**src/sv/rgp_pkg.sv**
```systemverilog
// Package for the radial gradient projection block: field widths, register
// indexes and the structs passed between the front end and the cell chain.
// Used by every module of the block; depends on nothing.
package rgp_pkg;

    localparam int COORD_BITS = 12;
    localparam int GRAD_BITS  = 16;
    localparam int OUT_W      = 33;
    localparam int REF_W      = 16;
    localparam int CFG_IDX_W  = 3;

    localparam int PX_W   = COORD_BITS + 4;
    localparam int D_W    = ((PX_W > REF_W) ? PX_W : REF_W) + 1;
    localparam int PROD_W = GRAD_BITS + D_W;
    localparam int NUM_W  = PROD_W + 1;
    localparam int A_W    = NUM_W;
    localparam int A_L    = A_W / 2;
    localparam int A_H    = A_W - A_L;
    localparam int S_W    = 2 * D_W;
    localparam int R_W    = 2 * A_W + 2;
    localparam int M_W    = GRAD_BITS + 1;
    localparam int XR_W   = S_W + 2 * M_W + 2;
    localparam int X_W    = ((R_W > XR_W) ? R_W : XR_W) + 2;
    localparam int SQ_W   = ((2 * M_W > OUT_W) ? 2 * M_W : OUT_W) + 1;

    localparam logic [CFG_IDX_W-1:0] REG_REF_X  = 3'd0;
    localparam logic [CFG_IDX_W-1:0] REG_REF_Y  = 3'd1;
    localparam logic [CFG_IDX_W-1:0] REG_SELECT = 3'd2;
    localparam logic [CFG_IDX_W-1:0] REG_SQUARE = 3'd3;
    localparam logic [CFG_IDX_W-1:0] REG_MAG    = 3'd4;

    typedef struct packed {
        logic [REF_W-1:0] ref_x;
        logic [REF_W-1:0] ref_y;
        logic             tangential;
        logic             square;
        logic             magnitude;
    } t_cfg;

    // Running state of the rounding search, handed from cell to cell.
    typedef struct packed {
        logic signed [X_W-1:0] x;
        logic signed [X_W-1:0] ys;
        logic signed [X_W-1:0] ss;
        logic [R_W-1:0]        r;
        logic [M_W-1:0]        m;
        logic                  neg;
        logic                  zero;
    } t_cell;

endpackage

```
**src/sv/rgp_cell.sv**
```systemverilog
// One cell of the rounding search: decides one bit of the rounded quotient
// and rescales the running terms for the next lower bit. Depends on rgp_pkg.
module rgp_cell (
    input  logic           i_clk,
    input  logic           i_rst_n,
    input  logic           i_valid,
    output logic           o_ready,
    input  rgp_pkg::t_cell i_data,
    output logic           o_valid,
    output rgp_pkg::t_cell o_data,
    input  logic           i_ready
);
    localparam int X_W = rgp_pkg::X_W;
    localparam int M_W = rgp_pkg::M_W;

    logic                  r_v;
    rgp_pkg::t_cell        r_d;
    logic signed [X_W-1:0] xc;
    logic signed [X_W-1:0] ys_acc;
    logic                  take;

    assign o_ready = !r_v || i_ready;
    assign o_valid = r_v;
    assign o_data  = r_d;

    // Trying the bit adds the cross term and the square of the new bit.
    assign xc     = i_data.x + i_data.ys + i_data.ss;
    assign take   = (xc <= $signed(X_W'(i_data.r)));
    assign ys_acc = take ? i_data.ys + (i_data.ss <<< 1) : i_data.ys;

    always_ff @(posedge i_clk) begin
        if (!i_rst_n) begin
            r_v <= 1'b0;
        end else if (o_ready) begin
            r_v <= i_valid;
        end
    end

    always_ff @(posedge i_clk) begin
        if (o_ready) begin
            r_d.x    <= take ? xc : i_data.x;
            r_d.ys   <= ys_acc >>> 1;
            r_d.ss   <= i_data.ss >>> 2;
            r_d.r    <= i_data.r;
            r_d.m    <= {i_data.m[M_W-2:0], take};
            r_d.neg  <= i_data.neg;
            r_d.zero <= i_data.zero;
        end
    end

endmodule

```
**config.mk**
```make
export PLATFORM = sky130hd
export DESIGN_NAME = rgp_cell
export DESIGN_NICKNAME = d
export VERILOG_FILES = /design/src/sv/rgp_pkg.sv /design/src/sv/rgp_cell.sv
export SDC_FILE = /design/constraint.sdc
export NUM_CORES = 1
export LEC_CHECK = 0
export BUFFER_PORTS_ARGS = -buffer_cell sky130_fd_sc_hd__buf_2
export CAP_MARGIN = 20
export CORE_AREA = 2 2 241 243
export DETAILED_ROUTE_END_ITERATION = 7
export DIE_AREA = 0 0 243 245
export RECOVER_POWER = 50
export SYNTH_ARGS = -nofsm -noshare
export SYNTH_HDL_FRONTEND = slang
export SYNTH_SLANG_ARGS = --single-unit
```
**constraint.sdc**
```tcl
create_clock -name i_clk -period 9.8 [get_ports i_clk]
set_input_delay 1.47 -clock i_clk [delete_from_list [all_inputs] [get_ports i_clk]]
set_output_delay 1.47 -clock i_clk [all_outputs]
set_load 0.01 [all_outputs]
```
### Word level (Yosys, flattened, before mapping)

Index checks and enable logic that the tools add are counted.

* add/sub/neg operators: 3
* multiply operators: 0
* divide/modulo/power cells: 0
* $lt $le $gt $ge: 1
* eq/ne operators: 0
* shifts and indexed selects: 0
* mux-type cells: 2
* bitwise operators: 0
* reductions and logical operators: 2

Operators with widths (number)
* adder 72 bit: 3
* 2-to-1 mux 72 bit: 2
* less-or-equal comparator 72 x 71 -> 1 bit: 1
* logical NOT 1 bit: 1
* logical OR 1 bit: 1

* register bits after elaboration: 303
* bits in latches: 0
* memory bits (writable): 0
* bits in read-only memories: 0
* logic and storage cells: 16
* memories kept: 0

### Longest topological paths before layout

* word-level depth: 4
* mapped depth: 32
* gate-level depth less buffers: 29

### Least setup slack after synthesis

Ideal clock, no wire load.

* path type: input-to-output
* start: in i_ready
* end: out o_ready
* arrival: 8.770 ns
* data required time: 8.330 ns
* path slack: -0.440 ns
* stages: 1
* buffers on the path: 0
* cells stage by stage: nand2b_1

* cells in the longest elaborated chain, start to end: 1

RTL lines
* from (decl): RTL line rgp_cell.sv:11 `input logic i_ready`
* logical OR 1 bit: RTL line rgp_cell.sv:22 `assign o_ready = !r_v || i_ready;`
* to (decl): RTL line rgp_cell.sv:7 `output logic o_ready,`

Every way passes these cells.

### Worst setup path after layout

* start: in i_data[97] (netlist name)
* end: reg r_d, in the netlist o_data[238] (data pin)

* cells in the longest elaborated chain, start to end: 3

RTL lines
* from (decl): RTL line rgp_cell.sv:8 `input rgp_pkg::t_cell i_data,`
* adder 72 bit: RTL line rgp_cell.sv:27 `assign xc = i_data.x + i_data.ys + i_data.ss;`
* less-or-equal comparator 72 x 71 -> 1 bit: RTL line rgp_cell.sv:28 `assign take = (xc <= $signed(X_W'(i_data.r)));`
* 2-to-1 mux 72 bit: RTL line rgp_cell.sv:41 `r_d.x <= take ? xc : i_data.x;`
* to (decl): RTL line rgp_cell.sv:17 `rgp_pkg::t_cell r_d;`

Every way passes these cells.
A chain may end at the register's enable or synchronous reset.

==> key figures <==
Drt
  • Via Count: around 19000
  • DRT Pass-1 Iters: 7
  • DR vias/cell: 5.43
  • Highest metal used: met5
  • Met3 wire length: a little over 5000 um
  • WL final: about 76000 um
  • Wire per inst: 22.0 um
  • Met2 Routed Length: 36600 um
  • Initial DRC count: 1481
  • Antenna-violating nets left: 0
  • # DRC: 0
  • Metal-1 WL: 31900 um

Global route
  • First-pass GRT wire length: around 110000 um
  • Initial antenna violation count: 5
  • Vias in the first global route: 18400
  • Total GRT Usage: 0.245
  • Largest net degree at the start of global routing: ~80
  • GRT Residual Overflow: 0

Power and ir drop
  • Pwr/cell area: about 230 nW/um^2
  • P_leak: ~11 nW
  • Total power: 5.96 mW
  • Max VDD drop: 0.151 mV

Clock network
  • Worst-skew pair later-pin latency: 0.55 ns
  • Clk buf depth: 3
  • CTS tree: yes
  • Number of cells upsized or downsized after cts: 0
  • CTS Buf Count: 37
  • Post-CTS Setup Bufs: 0
  • H-tree depth: 2
  • Clock transition at path regs: ~0.060 ns
  • Root buf cell: clkbuf_16
  • CTS Sinks: between 300 and 400
  • Hold_buf cts: 0

Logic synthesis
  • Synth cell types: 80
  • Seq cells post-synth: roughly 300
  • Synth warnings: 0
  • Sequential share of the synthesized area: 0.415
  • Synth Instances: 2031
  • Post-synth ARST share: 0
  • Post-synth EDFFs: ~300
  • Syn Std Cell Area: 21900 um^2
  • Top_reg_cell synth: edfxtp_1
  • Syn Nets: ~2600
  • Mean Syn Cell Area: 10.8 um^2

Floorplanning
  • Die extent in y: 245 um
  • Starting Density: 0.384
  • Die area: 59500 um^2
  • CORE AREA: ~57000 um^2
  • Chip width: 243 um
  • Row count: 88
  • Top Ports: roughly 620

Setup path
  • Worst reg2reg setup slack: 6.27 ns
  • CP Class: in -> reg
  • Crit path launch: i_data[97]
  • CP peak stage delay: 0.53 ns
  • Setup crit start kind: input port
  • CP arrival: 9.12 ns
  • Worst-path maximum fanout: 48
  • CP max-delay cell: buf_4
  • Crit. End Element: register
  • Reg-to-reg startpoint: o_valid$_SDFFE_PN0P_
  • Critical path required time: 10.08 ns

Outcome
  • Outcome: finished, violations left
  • Failing checks: max-capacitance violations, max-slew violations

Timing
  • Period minus WS final: 8.85 ns
  • Final worst slack: 0.953 ns
  • Final hold violations: 0
  • Top achievable clock speed: 0.113 GHz
  • # setup viols final: 0
  • Max-slew violation count: 30
  • RSZ-0062 raised after global routing: no
  • TNS Setup: 0 ns
  • Final worst-path cycle share: 0.903
  • Clock Skews: 0.00903 ns
  • Relative slew slack: -0.00741
  • Worst Tran Pin Value: around 1.5 ns

Cells and area
  • Fin nets: 3226
  • Area Overhead vs Synth: 20.2%
  • Non-filler cells, final: 3429
  • Fillers: 5673
  • Share of post-route cells with drive strength above 1: 0.115
  • Utilization after layout: 0.461

Hold path
  • Worst hold path type: in -> reg
  • Worst Hold Launch: i_data[12]

Flow run
  • MaxCap Viol Count: 1

Placement
  • GPL Wtd Cong: approximately 0.95
  • Port Buffers: 614
  • Placed cell count: roughly 3400
  • Dpl ws: 0.390 ns
  • Hpwl dp: 62700 um
==> final timing paths <==
| check | endpoint | depth (start not counted) |
|---|---|---|
| min | o_data[13]$_DFFE_PP_ | 1 |
| min reg2reg | o_data[199]$_DFFE_PP_ | 1 |
| max | o_data[238]$_DFFE_PP_ | 25 |
| max reg2reg | o_data[85]$_DFFE_PP_ | 3 |
==> critical path, delay by kind of cell <==
| family | cells | cell delay (ns) |
|---|---|---|
| XOR/XNOR | 1 | 0.23 |
| AND/OR/NAND/NOR | 6 | 2.06 |
| adder cells (fa/ha/maj) | 3 | 1.20 |
| multiplexers | 1 | 0.39 |
| AO/OA/AOI/OAI | 11 | 2.74 |
| buffers and inverters | 3 | 0.96 |
==> per-layer routing <==
| metal | GRT usage | vias to the layer above |
|---|---|---|
| li1 | - | 8791 |
| met2 | 0.412 | 728 |
| met4 | 0.0733 | 2 |
| met3 | 0.0422 | 109 |
| met5 | 0 | - |
| met1 | 0.325 | 8977 |
==> synthesized netlist by cell type (all sizes together) (51+ instances only) <==
cell | number | area (um^2)
edfxtp | 302 | 9070
ha | 210 | 2630
a21oi | 184 | 925
nand2 | 180 | 678
o21ai | 170 | 851
inv | 114 | 428
a21o | 78 | 586
nor2 | 77 | 289
xnor2 | 76 | 666
fa | 73 | 1460
mux2 | 71 | 800
xor2 | 57 | 499
nand4 | 51 | 319
==> kinds of logic (layout without fill, tap and decap cells) <==
family                     Yosys count  count (layout)  synth area share
AOI/OAI and AO/OA                  594             594             0.168
and+or+nand+nor                    467             467             0.103
DFF                                303             303             0.415
adders and majority gates          283             283             0.187
buffers and inverters              178             806            0.0355
xor gates and xnor gates           133             133            0.0532
muxes                               73              73            0.0375
other                                0               5                 0
==> state kept, by name, summed over array words and instances (netlist names) <==
register and count:
o_data 302, o_valid 1
==> power breakdown <==
part / internal [mW] / switching [mW] / total, mW
sequential: 1.91 / 0.115 / 2.03
combinational: 0.971 / 1.67 / 2.64
clock: 0.746 / 0.556 / 1.30
==> through the flow <==
stage | hold slack (ns) | instance area [um^2]
2_1_floorplan | 1.57 | 21900
3_3_place_gp | 0.883 | 25700
3_5_place_dp | 0.922 | 25700
4_1_cts | 0.927 | 26800
5_1_grt | 1.08 | 26300
6_report | 1.10 | 26300
==> area by class of cell <==
cell class                 instances  area [um^2]  area share
sequential                       303         9090       0.346
multi-input combinational       1550        12000       0.457
inverter                         114          428      0.0163
clock buffer                      43          948      0.0361
clock inverter                    21          165     0.00628
timing repair buffer             628         2680       0.102
antenna                            5         12.5    0.000476
tap                              765          957      0.0364
==> cells in the final DEF (no fill, tap or decap), drive strengths merged, types with 23 or more instances in the layout <==
| cell type | count |
|---|---|
| xor2 | 57 |
| fa | 73 |
| mux2 | 71 |
| ha | 210 |
| inv | 116 |
| nor2b | 23 |
| buf | 232 |
| nand4 | 51 |
| nand2 | 180 |
| clkbuf | 439 |
| o21a | 23 |
| nand3 | 34 |
| a21o | 78 |
| o21bai | 24 |
| nor2 | 77 |
| o21ai | 170 |
| edfxtp | 302 |
| a21oi | 184 |
| xnor2 | 76 |
Power figures use the tool's default switching activity.
